[src/design/hscl_pkg.sv]
// ----------------------------------------------------------------------------
// hscl_pkg
// Shared types and constants for the hashed source cache lookup block.
// ----------------------------------------------------------------------------
package hscl_pkg;

  // Field widths
  localparam int unsigned KEY_W    = 64;
  localparam int unsigned HANDLE_W = 32;
  localparam int unsigned SLOT_W   = 7;

  // Input function codes
  localparam logic [1:0] FUNC_BYTE  = 2'd0;
  localparam logic [1:0] FUNC_STORE = 2'd1;
  localparam logic [1:0] FUNC_CLEAR = 2'd2;

  // Result kind codes
  localparam logic [1:0] KIND_LOOKUP = 2'd0;
  localparam logic [1:0] KIND_STORE  = 2'd1;
  localparam logic [1:0] KIND_CLEAR  = 2'd2;

  // Hash and mix constants
  localparam logic [KEY_W-1:0] FNV_BASIS = 64'hcbf29ce484222325;
  localparam logic [KEY_W-1:0] KEY_TOP   = 64'h8000000000000000;
  localparam logic [31:0]      MIX_MULT  = 32'h5bd1e995;

  // Command queue between front and back
  localparam int unsigned CMDQ_DEPTH = 2;

  typedef enum logic [1:0] {
    OP_LOOKUP,
    OP_STORE,
    OP_CLEAR
  } op_e;

  typedef struct packed {
    op_e                 op;
    logic [KEY_W-1:0]    key;
    logic [HANDLE_W-1:0] handle;
  } cmd_t;

endpackage

[src/design/hscl_front.sv]
// ----------------------------------------------------------------------------
// hscl_front
// Accepts beats, folds source bytes into the FNV-1a hash and queues commands.
// ----------------------------------------------------------------------------
module hscl_front
  import hscl_pkg::*;
(
  input  logic                clk_i,
  input  logic                rst_ni,
  input  logic                accept_i,
  input  logic [1:0]          func_i,
  input  logic [7:0]          data_byte_i,
  input  logic                last_i,
  input  logic [HANDLE_W-1:0] handle_i,
  output logic                push_o,
  output cmd_t                cmd_o
);

  logic [KEY_W-1:0] hash_q, hash_d;
  logic [KEY_W-1:0] mixed_in, hash_next;

  // FNV-1a step; the prime is 2^40 + 0x1b3, so the product is shifts and adds
  assign mixed_in  = hash_q ^ {56'd0, data_byte_i};
  assign hash_next = (mixed_in << 40) + (mixed_in << 8) + (mixed_in << 7)
                   + (mixed_in << 5) + (mixed_in << 4) + (mixed_in << 1) + mixed_in;

  // classify the beat
  always_comb begin
    hash_d        = hash_q;
    push_o        = 1'b0;
    cmd_o.op      = OP_LOOKUP;
    cmd_o.key     = hash_next | KEY_TOP;
    cmd_o.handle  = handle_i;
    if (accept_i) begin
      case (func_i)
        FUNC_BYTE: begin
          if (last_i) begin
            hash_d = FNV_BASIS;
            push_o = 1'b1;
          end else begin
            hash_d = hash_next;
          end
        end
        FUNC_STORE: begin
          cmd_o.op = OP_STORE;
          push_o   = 1'b1;
        end
        FUNC_CLEAR: begin
          cmd_o.op = OP_CLEAR;
          push_o   = 1'b1;
        end
        default: ; // unused code: dropped
      endcase
    end
  end

  always_ff @(posedge clk_i or negedge rst_ni) begin
    if (!rst_ni) begin
      hash_q <= FNV_BASIS;
    end else begin
      hash_q <= hash_d;
    end
  end

endmodule

[config.mk]
export PLATFORM = sky130hd
export DESIGN_NAME = hscl_front
export DESIGN_NICKNAME = d
export VERILOG_FILES = /design/src/design/hscl_pkg.sv /design/src/design/hscl_front.sv
export SDC_FILE = /design/constraint.sdc
export NUM_CORES = 1
export LEC_CHECK = 0
export ABC_AREA = 1
export BUFFER_PORTS_ARGS = -buffer_cell sky130_fd_sc_hd__clkbuf_2
export CELL_PAD_IN_SITES_DETAIL_PLACEMENT = 1
export CELL_PAD_IN_SITES_GLOBAL_PLACEMENT = 2
export CORE_UTILIZATION = 33
export CTS_BUF_LIST = sky130_fd_sc_hd__clkbuf_2
export CTS_CLUSTER_DIAMETER = 200
export DETAILED_ROUTE_END_ITERATION = 10
export MAX_ROUTING_LAYER = met4
export PLACE_DENSITY_LB_ADDON = 0.1
export SLEW_MARGIN = 20
export SYNTH_ARGS = -nofsm -noshare
export SYNTH_HDL_FRONTEND = slang
export SYNTH_SLANG_ARGS = --single-unit
[constraint.sdc]
create_clock -name clk_i -period 4.9 [get_ports clk_i]
set_clock_uncertainty 0.1 [all_clocks]
set_input_delay 0.245 -clock clk_i [delete_from_list [all_inputs] [get_ports clk_i]]
set_output_delay 0.245 -clock clk_i [all_outputs]
set_load 0.005 [all_outputs]
# ---- Word-level counts from Yosys, hierarchy flattened
# Cells that the tools add are included.
dict set report totals {
  in_bits 46
  elab_cells 19
  register_bits 64
  output_inout_bits 99
}
dict set report classes {
  addsub 6
  eq_ne 2
  mux 6
  bitwise_logic 1
  reduce_logical 3
}
# operator n
set op_table {}
lappend op_table {{64-bit adder} 6}
lappend op_table {{64-bit 2-to-1 mux} 1}
lappend op_table {{64-bit by 8-bit bitwise XOR with 64-bit output} 1}
lappend op_table {{2-bit case mux with 2 select lines} 1}
lappend op_table {{2-bit by 1-bit equality test with 1-bit output (second input constant)} 1}
lappend op_table {{2-bit equality test (second input constant)} 1}
lappend op_table {{2-bit zero test} 1}
lappend op_table {{1-bit 2-to-1 mux} 2}
lappend op_table {{2-bit 2-to-1 mux} 1}
lappend op_table {{1-bit case mux with 2 select lines} 1}
lappend op_table {{2-bit AND reduction} 1}
lappend op_table {{2-bit OR reduction} 1}

# ---- Depth between registers and ports, before layout
dict set report depth {
  depth_word 8
  depth_mapped 30
  depth_no_buf 30
}

# ---- Worst setup path after synthesis
# OpenSTA, ideal clock, no wires.
dict set report synth_timing {
  path_type {reg-to-output}
  startpoint {reg hash_q[1]}
  endpoint {out cmd_o[93] in the netlist's numbering}
  slack_ns 0.266
  t_required_ns 4.555
  n_path_buf 0
  arrival_ns 4.289
  stages_incl_launch_ff 29
  cell_sequence {dfrtp_1 -> inv_1 -> or2_2 -> nand2_1 -> inv_1 -> nor2_1 -> inv_1 -> nand2_1 -> inv_1 -> ha_1 -> inv_1 -> fa_1 -> inv_1 -> ha_1 -> ha_1 -> ha_1 -> inv_1 -> fa_1 -> inv_1 -> nand3_1 -> nand3_1 -> nand2_1 -> nand2_1 -> nand2_1 -> nand3_1 -> nand3b_1 -> nand2_1 -> nand2_1 -> and2_1}
}
# item line
set synth_rtl {}
lappend synth_rtl {{start: declaration} hscl_front.sv:19} ;# logic [KEY_W-1:0] hash_q, hash_d;
lappend synth_rtl {{start signal: assignment} hscl_front.sv:61} ;# hash_q <= hash_d;
lappend synth_rtl {{end: declaration} hscl_front.sv:16} ;# output cmd_t cmd_o

==> metrics.log <==
[metrics] status: complete, but fails checks
[metrics] violated checks: negative setup slack
[metrics] largest net degree at the start of global routing: 35
[metrics] data arrival time of the critical path: 5.50 ns
[metrics] Final Hold Fails: 0
[metrics] worst endpoint required time: 4.55 ns
[metrics] Die ar.: 47000 um^2
[metrics] clk sink count: 63
[metrics] shortest period the worst path allows: 5.84 ns
[metrics] type of the setup path with the least slack: reg -> out
[metrics] later-pin clock latency in the skew report: 0.84 ns
[metrics] sequential cell area fraction in the yosys report: 0.106
[metrics] source of the critical timing path: hash_q[17]
[metrics] routability congestion estimate from global placement: 0.913
[metrics] TNS Setup: -38.72 ns
[metrics] DRC violation count after routing: 0
[metrics] wire length of the first global-routing pass: 105000 um
[metrics] detailed placement HPWL: 56600 um
[metrics] Post-synth EDFFs: 0
[metrics] buffer levels on the longest clock path: 2
[metrics] top library cells by usage in the layout, fill and taps aside: inv_1 (539), buf_4 (353), nand2_1 (276)
[metrics] vias per std cell: 4.73
[metrics] register bit count reported by yosys: 63
[metrics] final global-route overflow total: 0
[metrics] distinct cell type count of the synthesized netlist: 39
[metrics] largest area contributor in the netlist: fa_1
[metrics] initial core utilization: 0.335
[metrics] Critical Path End Type: primary output
[metrics] 1st-iter DRT viols: 655
[metrics] Top Registers: hash_q x63
[metrics] worst-path fanout max: 3
[metrics] warnings from Yosys: 0
[metrics] average instance area after synthesis: 7.14 um^2
[metrics] class of the most critical hold timing path: in -> async
[metrics] Placed Instance Area: 19000 um^2
[metrics] H-tree depth reported by CTS: 3
[metrics] post-synthesis async set-or-reset flop share: 1.00
[metrics] fmax: 171 MHz
[metrics] Final Cycle Share: 1.19
[metrics] Total Routing Usage GR: 0.317
[metrics] synthesized net count: 2530
[metrics] register name with the most flops: hash_q
[metrics] Port Buf Inserts: 79
[metrics] Die W: 217 um
[metrics] slew at the pin closest to its max-slew limit: 0.935 ns
[metrics] Setup-failing EPs final: 55
[metrics] fraction of post-synthesis cell area in the top cell type by area: 0.316
[metrics] flip-flop count of the largest register, all copies and words added: 63
[metrics] RSZ-0062 raised after global routing: true
[metrics] TritonCTS clock tree: yes
[metrics] final design instance area without fill: 25100 um^2
[metrics] setup ws final: -0.943 ns
[metrics] DRT antenna net count: 0
[metrics] signed area change from the synthesized netlist to the final layout: 65.1%
[metrics] average wire per cell in the routed design: 21.8 um
[metrics] ys flop type: dfrtp_1
[metrics] clock slew seen by the registers of the worst setup and hold paths: 0.30 ns
[metrics] startpoint types: flip-flop
[metrics] number of buffers inserted during clock tree synthesis: 9
[metrics] DIE HEIGHT: 217 um
[metrics] relative max-transition margin: 0.377
[metrics] Final nets: 3070
[metrics] number of maximum-capacitance violations: 0
[metrics] routed via count: 15500
[metrics] Max Slew Vio Count: 0
[metrics] DR pass1 iterations: 6
[metrics] r2r startpoint: hash_q[17]
[metrics] Cell Area, Synth: 15200 um^2
[metrics] clock root cell: clkbuf_2
[metrics] vias in the first global route: 17400
[metrics] most area-consuming cells after synthesis: fa_1 (32%), inv_1 (17%), nand2_1 (14%)
[metrics] standard cell core area: 45400 um^2
[metrics] fraction of layout cells with a size suffix above 1: 0.529
[metrics] count of pins on the block boundary: 145
[metrics] leading cell type in the layout, fill and taps excluded: inv_1
[metrics] standard-cell rows: 78
[metrics] total length of routed wires: 71500 um
[metrics] antenna violations before repair: 1
[metrics] cell count after synthesis: 2131
-- per-stage QoR --
stage | hold slack [ns] | instances | util | setup WS, ns
3_5_place_dp | 0.169 | 3124 | 0.419 | -0.371
5_1_grt | 0.0787 | 3278 | 0.554 | -1.08
2_1_floorplan | -0.151 | 2131 | - | 0.266
3_3_place_gp | 0.168 | 3124 | 0.419 | -0.338
6_report | 0.0646 | 3279 | 0.554 | -0.943
4_1_cts | 0.0175 | 3239 | 0.510 | -0.994
-- cells by family after synthesis --
group | count (synthesis) | synth area share
xor+xnor | 51 | 0.0313
simple gates | 839 | 0.230
buf+inv | 724 | 0.187
compound gates | 100 | 0.0370
fa+ha+maj | 353 | 0.409
other cells | 1 | 0.000246
flops | 63 | 0.106
-- worst max-delay path, stage by stage, from the launching register on --
cell and delay, ns:
dfstp_2 0.63, clkinvlp_4 0.17, buf_12 0.18, buf_6 0.14
fa_2 0.54, fa_1 0.44, fa_2 0.54, fa_1 0.40
inv_1 0.12, ha_4 0.22, buf_4 0.14, a21oi_2 0.20
o21ai_0 0.12, a21oi_1 0.15, nand2_1 0.08, a21oi_2 0.16
nand3_1 0.12, and2_4 0.19, clkbuf_2 0.11
-- path summary, 6_finish.rpt --
kind,depth (start not counted),to,slack (ns)
setup / recovery,18,cmd_o[92],-0.94
hold / removal,2,hash_q[31],0.06
setup reg to reg,34,hash_q[41],-0.83
hold reg to reg,2,hash_q[45],0.43
max in group asynchronous,3,hash_q[46],3.24
min in group clk_i,5,hash_q[7],0.07
-- cells in the mapped netlist, types with 19 or more instances --
cell type,number
nand2_1,586
dfrtp_1,36
ha_1,113
nor2_1,92
o21ai_0,22
buf_4,33
dfstp_2,27
xor2_1,28
inv_1,677
xnor2_1,19
nand3_1,81
a21oi_1,46
fa_1,240
-- per-layer routing --
metal  global-route usage  vias up  routed length [um]  share of wire
met5                    -        -                   0              0
met4                0.122        0                2860          0.040
met3               0.0470      106                2650          0.037
met2                0.520      296               34700           0.49
met1                0.394     7946               31200           0.44
li1                     -     7152                   -              -
-- area by class of cell --
class,count,area (um^2)
multi-input cells,1344,15000
inverters,680,2630
diodes,3,7.51
repair buffers,573,4970
clock inverters,7,78.8
fillers,5295,20300
well taps,600,751
flip-flops and latches,63,1610
clock buffers,9,45.0
-- repair_timing --
item	CTS	global route
setup buffers	102	53
endpoints found under the setup margin	99	89
resized for setup	749	454
pin swaps	255	234
hold buffers	6	0
endpoints found under the hold margin	96	0
Power is not shown: default switching activity piles up to over one toggle a cycle in this logic, so the estimate is an artifact.
