==> src/design/hscl_pkg.sv <==
// ----------------------------------------------------------------------------
// hscl_pkg
// Shared types and constants for the hashed source cache lookup block.
// ----------------------------------------------------------------------------
package hscl_pkg;

  // Field widths
  localparam int unsigned KEY_W    = 64;
  localparam int unsigned HANDLE_W = 32;
  localparam int unsigned SLOT_W   = 7;

  // Input function codes
  localparam logic [1:0] FUNC_BYTE  = 2'd0;
  localparam logic [1:0] FUNC_STORE = 2'd1;
  localparam logic [1:0] FUNC_CLEAR = 2'd2;

  // Result kind codes
  localparam logic [1:0] KIND_LOOKUP = 2'd0;
  localparam logic [1:0] KIND_STORE  = 2'd1;
  localparam logic [1:0] KIND_CLEAR  = 2'd2;

  // Hash and mix constants
  localparam logic [KEY_W-1:0] FNV_BASIS = 64'hcbf29ce484222325;
  localparam logic [KEY_W-1:0] KEY_TOP   = 64'h8000000000000000;
  localparam logic [31:0]      MIX_MULT  = 32'h5bd1e995;

  // Command queue between front and back
  localparam int unsigned CMDQ_DEPTH = 2;

  typedef enum logic [1:0] {
    OP_LOOKUP,
    OP_STORE,
    OP_CLEAR
  } op_e;

  typedef struct packed {
    op_e                 op;
    logic [KEY_W-1:0]    key;
    logic [HANDLE_W-1:0] handle;
  } cmd_t;

endpackage

==> src/design/hscl_fifo.sv <==
// ----------------------------------------------------------------------------
// hscl_fifo
// Short command queue that decouples the hashing front from the table back.
// ----------------------------------------------------------------------------
module hscl_fifo
  import hscl_pkg::*;
(
  input  logic clk_i,
  input  logic rst_ni,
  input  logic push_i,
  input  cmd_t cmd_i,
  input  logic pop_i,
  output logic valid_o,
  output cmd_t cmd_o,
  output logic full_o
);

  localparam int unsigned PTR_W = $clog2(CMDQ_DEPTH);
  localparam int unsigned CNT_W = $clog2(CMDQ_DEPTH + 1);

  cmd_t             entry_q [CMDQ_DEPTH];
  logic [PTR_W-1:0] wr_ptr_q, rd_ptr_q;
  logic [CNT_W-1:0] count_q;
  logic             do_push, do_pop;

  assign valid_o = (count_q != '0);
  assign full_o  = (count_q == CNT_W'(CMDQ_DEPTH));
  assign cmd_o   = entry_q[rd_ptr_q];
  assign do_push = push_i && !full_o;
  assign do_pop  = pop_i && valid_o;

  // storage, no reset needed
  always_ff @(posedge clk_i) begin
    if (do_push) begin
      entry_q[wr_ptr_q] <= cmd_i;
    end
  end

  // pointers and fill count
  always_ff @(posedge clk_i or negedge rst_ni) begin
    if (!rst_ni) begin
      wr_ptr_q <= '0;
      rd_ptr_q <= '0;
      count_q  <= '0;
    end else begin
      if (do_push) begin
        wr_ptr_q <= (wr_ptr_q == PTR_W'(CMDQ_DEPTH - 1)) ? '0 : wr_ptr_q + 1'b1;
      end
      if (do_pop) begin
        rd_ptr_q <= (rd_ptr_q == PTR_W'(CMDQ_DEPTH - 1)) ? '0 : rd_ptr_q + 1'b1;
      end
      if (do_push && !do_pop) begin
        count_q <= count_q + 1'b1;
      end else if (do_pop && !do_push) begin
        count_q <= count_q - 1'b1;
      end
    end
  end

endmodule

==> config.mk <==
export PLATFORM = sky130hd
export DESIGN_NAME = hscl_fifo
export DESIGN_NICKNAME = d
export VERILOG_FILES = /design/src/design/hscl_pkg.sv /design/src/design/hscl_fifo.sv
export SDC_FILE = /design/constraint.sdc
export NUM_CORES = 1
export LEC_CHECK = 0
export BUFFER_PORTS_ARGS = -buffer_cell sky130_fd_sc_hd__buf_2
export CAP_MARGIN = 10
export CORE_UTILIZATION = 35
export CTS_CLUSTER_DIAMETER = 30
export CTS_CLUSTER_SIZE = 24
export DETAILED_ROUTE_END_ITERATION = 6
export PLACE_DENSITY_LB_ADDON = 0.12
export REMOVE_ABC_BUFFERS = 1
export SLEW_MARGIN = 5
export SYNTH_ARGS = -nofsm -noshare
export SYNTH_HDL_FRONTEND = slang
export SYNTH_SLANG_ARGS = --single-unit
==> constraint.sdc <==
create_clock -name clk_i -period 11.2 [get_ports clk_i]
set_input_delay 1.68 -clock clk_i [delete_from_list [all_inputs] [get_ports clk_i]]
set_output_delay 1.68 -clock clk_i [all_outputs]
set_load 0.03 [all_outputs]
* After elaboration in Yosys (flattened, before gate mapping) *
Memory sizes are Yosys's and may differ from the RTL's.
Index checks and enable logic that the tools add are counted.

word-level totals
  flip-flop bits (word level) = 4
  RAM bits = 196
  input port bits = 102
  output and inout port bits = 100
  logic and storage cells = 24
  memories kept = 1

operators by class
  add/subtract/negate cells = 4
  equal/unequal tests = 1
  multiplexer cells = 6
  reductions and logical operators = 9

memory list
  name     depth  width  read ports  clocked after memory_dff  write ports  line             text
  entry_q  2      98     1           0                         1            hscl_fifo.sv:21  cmd_t entry_q [CMDQ_DEPTH];

operator list
  kind                                               number
  logical AND 1 bit                                  4
  2-to-1 mux 1 bit                                   4
  2-to-1 mux 2 bit                                   2
  nonzero test 2 bit                                 2
  zero test 1 bit                                    3
  adder 1 bit (second input constant)                2
  adder 2 x 1 -> 2 bit (second input constant)       1
  equality test 2 bit (second input constant)        1
  subtractor 2 x 1 -> 2 bit (second input constant)  1

* Logic depth before layout (Yosys ltp) *
Gate-level depths: netlist of run 1.

  word-level depth = 7
  depth in mapped cells = 7
  depth with buffers taken out = 7

* Worst setup path before layout of run 1 *
OpenSTA, ideal clock, no wires.

  kind = input -> register
  from = input push_i
  to = memory entry_q[0][0] (netlist name), enable pin
  setup time = 555 ps
  data arrival time = 5849 ps
  required time = 10645 ps
  path slack = 4796 ps
  cell stages on the path = 2
  buffers on the path = 0
  cells stage by stage = nand2_1 nor2_1

between the ends
  word-level cells in the longest chain between the ends = 3

ends and longest elaborated chain
  item                                    line             text
  start, declared                         hscl_fifo.sv:10  input logic push_i,
  logical AND 1 bit                       hscl_fifo.sv:29  assign do_push = push_i && !full_o;
  2-to-1 mux 1 bit                        hscl_fifo.sv:34  if (do_push) begin
  2-to-1 mux 1 bit (implied by the code)  hscl_fifo.sv:35  entry_q[wr_ptr_q] <= cmd_i;
  end, declared                           hscl_fifo.sv:21

No other way between the ends.

==> results of run 1 <==
==> state kept, by name (all words and copies together) (netlist names) <==
register	flops
entry_q	196
count_q	2
rd_ptr_q	1
wr_ptr_q	1
==> worst register-to-register path, delay by kind of cell (launching register included) <==
kind | cells | cell delay (ns)
and+or+nand+nor | 2 | 0.83
buffers and inverters | 1 | 0.71
DFF | 1 | 0.41
==> layer usage <==
metal | vias up | track usage | share of wire
met3 | 8 | 0.0484 | 0.064
met5 | - | 0 | 0
met1 | 1803 | 0.164 | 0.44
met4 | 0 | 0.0391 | 0.0082
met2 | 127 | 0.215 | 0.49
li1 | 1710 | - | -
==> cell usage in the layout (no fill, tap or decap), types with 2 or more instances in the layout <==
master,Yosys,final
sky130_fd_sc_hd__buf_2,8,201
sky130_fd_sc_hd__buf_4,0,4
sky130_fd_sc_hd__clkbuf_16,0,17
sky130_fd_sc_hd__clkinv_2,0,3
sky130_fd_sc_hd__clkinvlp_4,0,4
sky130_fd_sc_hd__dfrtp_1,4,3
sky130_fd_sc_hd__edfxtp_1,196,196
sky130_fd_sc_hd__inv_1,2,2
sky130_fd_sc_hd__inv_6,0,3
sky130_fd_sc_hd__mux2_2,88,88
sky130_fd_sc_hd__mux2_4,10,10
sky130_fd_sc_hd__nand2_1,2,2
sky130_fd_sc_hd__xnor2_1,3,3
sky130_fd_sc_hd__xor2_1,2,2
==> cells by family after synthesis <==
logic type,after synthesis
xor gates and xnor gates,5
DFF,200
and+or+nand+nor,7
adders and majority gates,1
buffers and inverters,13
muxes,98
==> cell type report <==
class                   count  share of cell area
multi-input cells         111               0.136
diodes                      1            0.000273
clock inverters            14              0.0136
well taps                 270              0.0369
inverters                   2            0.000819
repair buffers            205               0.113
clock buffers              17              0.0464
flip-flops and latches    200               0.653
==> where the power goes <==
part           internal, uW  switching (uW)
clock network           307             268
registers              1020            50.8
logic                   321             618
==> through the flow <==
stage	setup slack [ns]	total power, uW	hold slack, ns	instance area [sq um]
2_1_floorplan	4.80	1800	0.456	7220
3_3_place_gp	7.28	2050	0.476	8610
3_5_place_dp	7.26	2050	0.482	8610
4_1_cts	6.78	2630	0.496	9170
5_1_grt	6.67	2710	0.527	9170
6_report	6.84	2590	0.493	9170
==> final timing paths <==
check                           depth (start not counted)  slack (ns)                       to                   start
max in group asynchronous                               1       10.02     rd_ptr_q$_DFFE_PN0P_                  rst_ni
worst max register to register                          3        8.84  entry_q[1][8]$_DFFE_PP_  count_q[0]$_DFFE_PN0P_
worst max-delay path                                    3        6.84                 cmd_o[4]    rd_ptr_q$_DFFE_PN0P_
min in group asynchronous                               1        1.05     rd_ptr_q$_DFFE_PN0P_                  rst_ni
worst min register to register                          1        0.49   count_q[1]$_DFFE_PN0P_  count_q[1]$_DFFE_PN0P_
worst min-delay path                                    1        0.49   count_q[1]$_DFFE_PN0P_  count_q[1]$_DFFE_PN0P_
==> results.txt, run 1 <==
The share of cell area taken by muxes after synthesis came out at 0.156. The tools report the first-pass GRT wire length as 21000 microns. The average vias per placed instance is 4.45, and the arrival time at the worst endpoint is 2.68 ns. The clock-pin slew of the registers on the worst-case setup and hold paths is 0.07 ns. The remaining routing DRC violations is 0. Summing all flip-flop and latch instances after layout gives 0.00599 sq mm. The number of gates given a new drive strength after cts was 0. In the final timing run, aggregate negative setup slack is 0 ns. The final number of hold-violating endpoints was 0; the cell row count was 52. From left edge to right edge, the die measures 146 microns.

By count the netlist is led by sky130_fd_sc_hd__edfxtp_1, sky130_fd_sc_hd__mux2_2, sky130_fd_sc_hd__mux2_4, sky130_fd_sc_hd__buf_2, sky130_fd_sc_hd__dfrtp_1. Critical path class: flop to output port. Compared with the post-synthesis result, the final layout area differs by 25.6%.

For the max-slew violation count, the log shows 0. The run gives 13900 microns as the final wirelength. Of all cell types, the one taking the most synthesized area is sky130_fd_sc_hd__edfxtp_1. The proportion of netlist area held by the largest area contributor was 0.806; the adder-cell share of the synthesized area was 0.00171.

The complex-gate fraction of the synthesized area is 0. In this run the count of I/O pins placed on the die edge is 202. STA classifies the critical path endpoint as an output port. The transition time at the pin with the least slew margin was 1.16 ns. The proportion of synthesized flip-flops having asynchronous set or reset works out to 0.0200.

The post-synthesis instance area was 0.00730 sq mm; the maximum cell stage delay along the critical path was 0.85 ns. The logs give 1846 for the filler cell count and 4 for the number of levels in the clock H-tree. The vertical die dimension was 146 microns.

The final period demand of the worst path is 4.36 ns, and the maximum achievable frequency is 0.229 GHz. The post-CTS setup buffer count is 0, and the worst voltage drop across the vdd grid is 0.124 mV. The final layout contains 640 nets.

Most instantiated flip-flop cell in the synthesis netlist: sky130_fd_sc_hd__edfxtp_1. After global routing the overflow that remains totals 0. TritonCTS built the clock tree. The flow ran to the end, and the final reports show no timing, DRC or antenna violations. Ranked by total cell area, the synthesized netlist is headed by sky130_fd_sc_hd__edfxtp_1, sky130_fd_sc_hd__mux2_2, sky130_fd_sc_hd__mux2_4. The standard cell core area is 0.0204 sq mm.

The ratio of cells with drive above 1 in the final layout is 0.614, and the final setup skew is 0.0126 ns. Buffers inserted during clock tree synthesis total 17. The worst setup path is launched from a flop.

The effective utilization at floorplan came out at 0.358. The signal on the critical path passes through buf_4 -> mux2_2 -> buf_2. In this run the remaining antenna-violating nets after routing total 0. The via count of the first global-routing pass came out at 3828. The tools report the maximum clock path buffer count as 2. The type of the most critical hold path was flop to flop. The floorplan step defined a die boundary enclosing 0.0214 sq mm. After synthesis, the largest family of logic cells by area is multiplexers.

Summing all multi-input logic gate instances after layout gives 0.00124 sq mm. For the first-iteration detailed-routing DRC count, the log shows 174. The number of different library cells used by synthesis comes to 15. Dividing total power by cell area gives a power density of 282 mW/mm^2. After technology mapping, the gate count stands at 324. The run gives 0 as the final-report setup violation count.

The logs give 4 for the detailed-routing iteration count for the pre-antenna-repair pass and 788 for the instance count after placement with tap cells included. The run gives 0.820 as the sequential cell area fraction in the yosys report. The simple-gate share of the synthesized area is 0.00463, and the sink count of the clock tree is 200. For the via count, the log shows 3648. Clock tree synthesis selected as its root buffer the cell sky130_fd_sc_hd__clkbuf_16.

The final clock period utilization by the worst path works out to 0.390. Maximum number of pins on one net before global-route repair: 79. For this design, the slowest cell found on the critical path is sky130_fd_sc_hd__buf_4. Final weighted congestion of routability-driven global placement: 0.701. The run gives 1 as the initial antenna violation count.

The overall routing resource usage is 0.132, and the required time at the worst-slack endpoint is 9.52 ns. Of all nets on the critical path, the largest fanout is 78. The number of synthesized flops with an enable pin works out to 196. Setup repair after global routing left no endpoint under its margin. Routed length per placed instance: 16.9 microns.

Hold repair after CTS inserted 0 buffers. The count of synthesis-stage warnings from yosys came out at 0. For the worst max-slew margin expressed relative to the limit, the log shows 0.228. The xor/xnor cell area share of the yosys netlist works out to 0.00600.

By instance count, the leading cell after synthesis is sky130_fd_sc_hd__edfxtp_1. The tools report the HPWL reported at the end of detailed placement as 8930 microns. After synthesis the netlist holds a flip-flop and latch count of 200. The leakage component of the power was 0.00342 uW; the post-route non-filler standard cell count was 820. The kind of cell with the highest combined delay along the critical path is buffers and inverters. The number of buffers and inverters on the critical path was 2; the post-synthesis average cell area was 22.5 sq um. The clock reaches the later pin of the worst-skew pair after 0.42 ns. Across the run, the number of max-cap violations was 0.

The count of input and output buffers was 201. The post-route core utilization is 0.450.
Power figures use the tool's default switching activity.
==> inputs of run 2 (changes only) <==
--- a/config.mk
+++ b/config.mk
@@ -5,6 +5,7 @@
 export SDC_FILE = /design/constraint.sdc
 export NUM_CORES = 1
 export LEC_CHECK = 0
+export ABC_AREA = 1
 export BUFFER_PORTS_ARGS = -buffer_cell sky130_fd_sc_hd__buf_2
 export CAP_MARGIN = 10
 export CORE_UTILIZATION = 35
==> constraint.sdc (replaced) <==
create_clock -name clk_i -period 3.9 [get_ports clk_i]
set_input_delay 0.585 -clock clk_i [delete_from_list [all_inputs] [get_ports clk_i]]
set_output_delay 0.585 -clock clk_i [all_outputs]
set_load 0.03 [all_outputs]
==> run 2 against run 1 <==
Sequential cell count did not move. Non-clock buffer count increased by 1. Sequential share of layout area shrank 0.53 points. Cell count grew 26%. Power grew to 3.0 times the previous value. First-iteration DRC count grew 19%. Sequential power grew to 2.8 times the previous value. Clock power grew to 3.1 times the previous value. Wire length increased by 12%. Largest power group unchanged.
==> results.txt, run 2 <==
The flow ran to the end, and the final reports show no timing, DRC or antenna violations. The I/O pin total was 202 (unchanged); the average vias per placed instance was 4.42 (-0.64%). The final period demand of the worst path came out at 2.88 ns.

Derived from the worst setup path, the maximum achievable clock frequency is 0.347 GHz. The worst-path maximum fanout is 99 (+27%). Main combinational cell family by area after synthesis: simple AND/OR/NAND/NOR gates. The largest registers in the layout are entry_q x196, count_q x2. The via count came out at 4553 (+25%). The logs give 14 (-1) for the distinct cell type count of the synthesized netlist and 0.228 (+0.006) for the clock network fraction of design power. The tools report the total internal power as 4660 uW (+180%). sky130_fd_sc_hd__edfxtp_1 takes more of the synthesized area than any other cell.

Kind of end point of the critical path: an output port. The tools report the final setup skew as 0.00707 ns (-0.00556 ns). The number of synthesized flops with an enable pin is 196 (unchanged), and the simple-gate share of the synthesized area is 0.160 (+0.155). The type of the most critical hold path is input pin to flop. For the number of clock buffers inserted by TritonCTS, the log shows 17 (unchanged).

For the via count of the first global-routing pass, the log shows 4625 (+21%). The standard cell core area was 0.0204 sq mm (+0.32%); the final clock period utilization by the worst path was 0.739. Count of max-cap constraint violations: 0 (unchanged).

In the synthesized netlist, the cells that appear most often are sky130_fd_sc_hd__nand2_1, sky130_fd_sc_hd__edfxtp_1, sky130_fd_sc_hd__buf_2, sky130_fd_sc_hd__inv_1, sky130_fd_sc_hd__dfrtp_1. The post-synthesis instance area is 0.00734 sq mm (+0.60%), and the post-synthesis average cell area is 13.5 sq um (-40%). The fraction of power consumed by sequential logic was 0.387 (-0.028); the worst slack on hold paths was 0.348 ns (-0.145 ns).

The count of input and output buffers is 201 (unchanged). The logs give 1935 (+4.8%) for the filler cell count and 15500 microns (+12%) for the final wirelength. The sink count of the clock tree was 200 (unchanged); the flop and latch count out of synthesis was 200 (unchanged). The most common cell after layout, fill and taps aside is sky130_fd_sc_hd__nand2_1. The tools report the synthesized netlist cell count as 543 (+68%). Final weighted congestion of routability-driven global placement: 0.725 (+3.5%). Yosys attributes the largest share of cell area to sky130_fd_sc_hd__edfxtp_1, sky130_fd_sc_hd__nand2_1, sky130_fd_sc_hd__dfrtp_1. The post-route non-filler standard cell count is 1030 (+26%).

The max-slew violation count came out at 0 (unchanged). TritonCTS built the clock tree. The worst hold path depth is 1 (unchanged).

The run gives 9370 microns (+5.0%) as the HPWL reported at the end of detailed placement. The number of nets in the layout is 850 (+33%). The tools report the later-pin clock latency in the skew report as 0.42 ns (about the same).

The number of cells on the worst reg-to-reg path is 6 (+3). The horizontal die dimension was 147 microns (+0.30%); the routed length per placed instance was 15.1 microns (-11%). By instance count, the leading cell after synthesis is sky130_fd_sc_hd__nand2_1. The clock-pin slew of the registers on the worst-case setup and hold paths was 0.07 ns (about the same); the effective utilization at floorplan was 0.359 (+0.00100).

Die footprint: 0.0216 sq mm (+0.59%). The overflow left after global routing is 0 (unchanged), and the worst slack after detailed placement is 1.46 ns (-5.80 ns). The flip-flop count of the largest register after layout is 196 (unchanged). The vertical die dimension is 147 microns (+0.30%). The number of inserted diodes is 0 (-1). The run gives 997 (+27%) as the instance count after placement with tap cells included.

The run gives 0.148 (+0.0159) as the overall routing resource usage. The transition time at the pin with the least slew margin was 1.11 ns (-0.0531 ns); the post-layout worst setup margin was 1.02 ns (-5.82 ns). The ratio of cells with drive above 1 in the final layout is 0.313 (-0.301), and the area growth from synthesis to final layout is 25.9%. Adder-cell share of the synthesized area: 0.00170 (-0.0000102). Setup repair after global routing left no endpoint under its margin. The detailed-routing iteration count for the pre-antenna-repair pass was 4 (unchanged); the xor/xnor cell area share of the yosys netlist was 0.00119 (-0.00481).

The logs give 2 (+1) for the initial antenna violation count and 0 (unchanged) for the count of synthesis-stage warnings from yosys. For the combinational share of power, the log shows 0.385 (+0.023). First-iteration detailed-routing DRC count: 207 (+19%). The maximum clock path buffer count is 2 (unchanged), and the post-CTS setup buffer count is 0 (unchanged).

Register name with the most flops: entry_q. For the final number of hold-violating endpoints, the log shows 0 (unchanged). The most instantiated flip-flop cell in the synthesis netlist was sky130_fd_sc_hd__edfxtp_1. Leaving out fill and tap cells, the most frequent cells in the layout are sky130_fd_sc_hd__nand2_1, sky130_fd_sc_hd__buf_2, sky130_fd_sc_hd__edfxtp_1. Proportion of synthesized flip-flops having asynchronous set or reset: 0.0200 (unchanged). The switching portion of total power was 0.406 (+0.0448); the arrival time at the worst endpoint was 2.30 ns (-0.38 ns). The run gives 0.263 (+0.0354) as the worst max-slew margin expressed relative to the limit. The complex-gate fraction of the synthesized area was 0.000682 (+0.000682). The post-route core utilization is 0.452 (+0.00224), and the sequential cell area fraction in the yosys report is 0.815 (-0.00489). The logs give 0.00395 uW (+15%) for the leakage component of the power and 24200 microns (+15%) for the first-pass GRT wire length. The tools report the cell chosen for the clock root as sky130_fd_sc_hd__clkbuf_16. The worst voltage drop across the vdd grid is 0.496 mV (+300%), and the maximum number of pins on one net before global-route repair is 100 (+27%). The required time at the worst-slack endpoint is 3.31 ns (-6.21 ns), and the proportion of netlist area held by the largest area contributor is 0.802 (-0.00481). The cell row count was 52 (unchanged). The power density over the cells is 850 mW/mm^2 (+200%). The worst setup path is of the flop to output port kind.

The number of gates given a new drive strength after cts is 0 (unchanged), and the remaining routing DRC violations is 0 (unchanged). The logs give 3190 uW (+240%) for the power spent charging and discharging nets and 4 (unchanged) for the number of levels in the clock H-tree. The final-report setup violation count came out at 0 (unchanged). The final antenna-violating net count was 0 (unchanged); the share of cell area taken by muxes after synthesis was 0 (-0.156). For the number of hold-repair buffers added at the cts stage, the log shows 1 (+1). STA classifies the critical path startpoint as a flop.
run 2: changes by cell type after synthesis, moves of 2 or more:
cell / previous run / this run
sky130_fd_sc_hd__nand3_1: 0 / 2
sky130_fd_sc_hd__nand2_1: 2 / 305
sky130_fd_sc_hd__inv_1: 2 / 7
sky130_fd_sc_hd__buf_2: 8 / 16
sky130_fd_sc_hd__xor2_1: 2 / 0
sky130_fd_sc_hd__xnor2_1: 3 / 1
sky130_fd_sc_hd__mux2_4: 10 / 0
sky130_fd_sc_hd__buf_4: 0 / 3
sky130_fd_sc_hd__mux2_2: 88 / 0
run 2: power groups by stage:
stage          registers [uW]  clock network, uW  logic [uW]
2_1_floorplan            3210                  0        1980
3_3_place_gp             3070                  0        3080
3_5_place_dp             3090                  0        3100
4_1_cts                  3040               1840        3100
5_1_grt                  3080               1930        3300
6_report                 3040               1790        3030
run 2: kinds of logic after synthesis:
kind of cell | after synthesis
AOI/OAI and AO/OA | 1
xor gates and xnor gates | 1
adders and majority gates | 1
buffers and inverters | 29
DFF | 200
and+or+nand+nor | 311
run 2: area by class of cell:
type	instances	area, sq um	area share
clock inverter	13	170	0.0184
tap	270	338	0.0366
multi-input combinational	314	1210	0.130
timing repair buffer	206	1070	0.116
clock buffer	19	433	0.0468
sequential	200	5990	0.648
inverter	8	35.0	0.00379
run 2: path summary, 6_finish.rpt:
kind / start / end / slack, ns
setup reg to reg: count_q[1]$_DFFE_PN0P_ / entry_q[0][47]$_DFFE_PP_ / 1.87
max in group asynchronous: rst_ni / rd_ptr_q$_DFFE_PN0P_ / 3.27
min in group asynchronous: rst_ni / count_q[0]$_DFFE_PN0P_ / 0.49
hold reg to reg: count_q[1]$_DFFE_PN0P_ / count_q[1]$_DFFE_PN0P_ / 0.48
hold / removal: cmd_i[34] / entry_q[1][34]$_DFFE_PP_ / 0.35
setup / recovery: rd_ptr_q$_DFFE_PN0P_ / cmd_o[24] / 1.02
run 2: routing by layer:
metal	share of wire	track usage
met1	0.43	0.188
met2	0.48	0.238
met3	0.078	0.0453
met4	0.0094	0.0531
met5	0.0015	0
run 2: stage by stage:
stage | setup TNS [ns] | area, sq um | total power [uW]
floorplan | -139.60 | 7220 | 5190
global placement | 0 | 8630 | 6150
detailed placement | 0 | 8630 | 6180
CTS | 0 | 9240 | 7990
global route | 0 | 9240 | 8310
finish | 0 | 9240 | 7850
run 2: critical path, stage by stage, from the launching register on:
cell and delay, ns:
sky130_fd_sc_hd__dfrtp_4 0.49, sky130_fd_sc_hd__inv_4 0.74, sky130_fd_sc_hd__nand2_1 0.21, sky130_fd_sc_hd__nand2_1 0.14, sky130_fd_sc_hd__buf_2 0.20
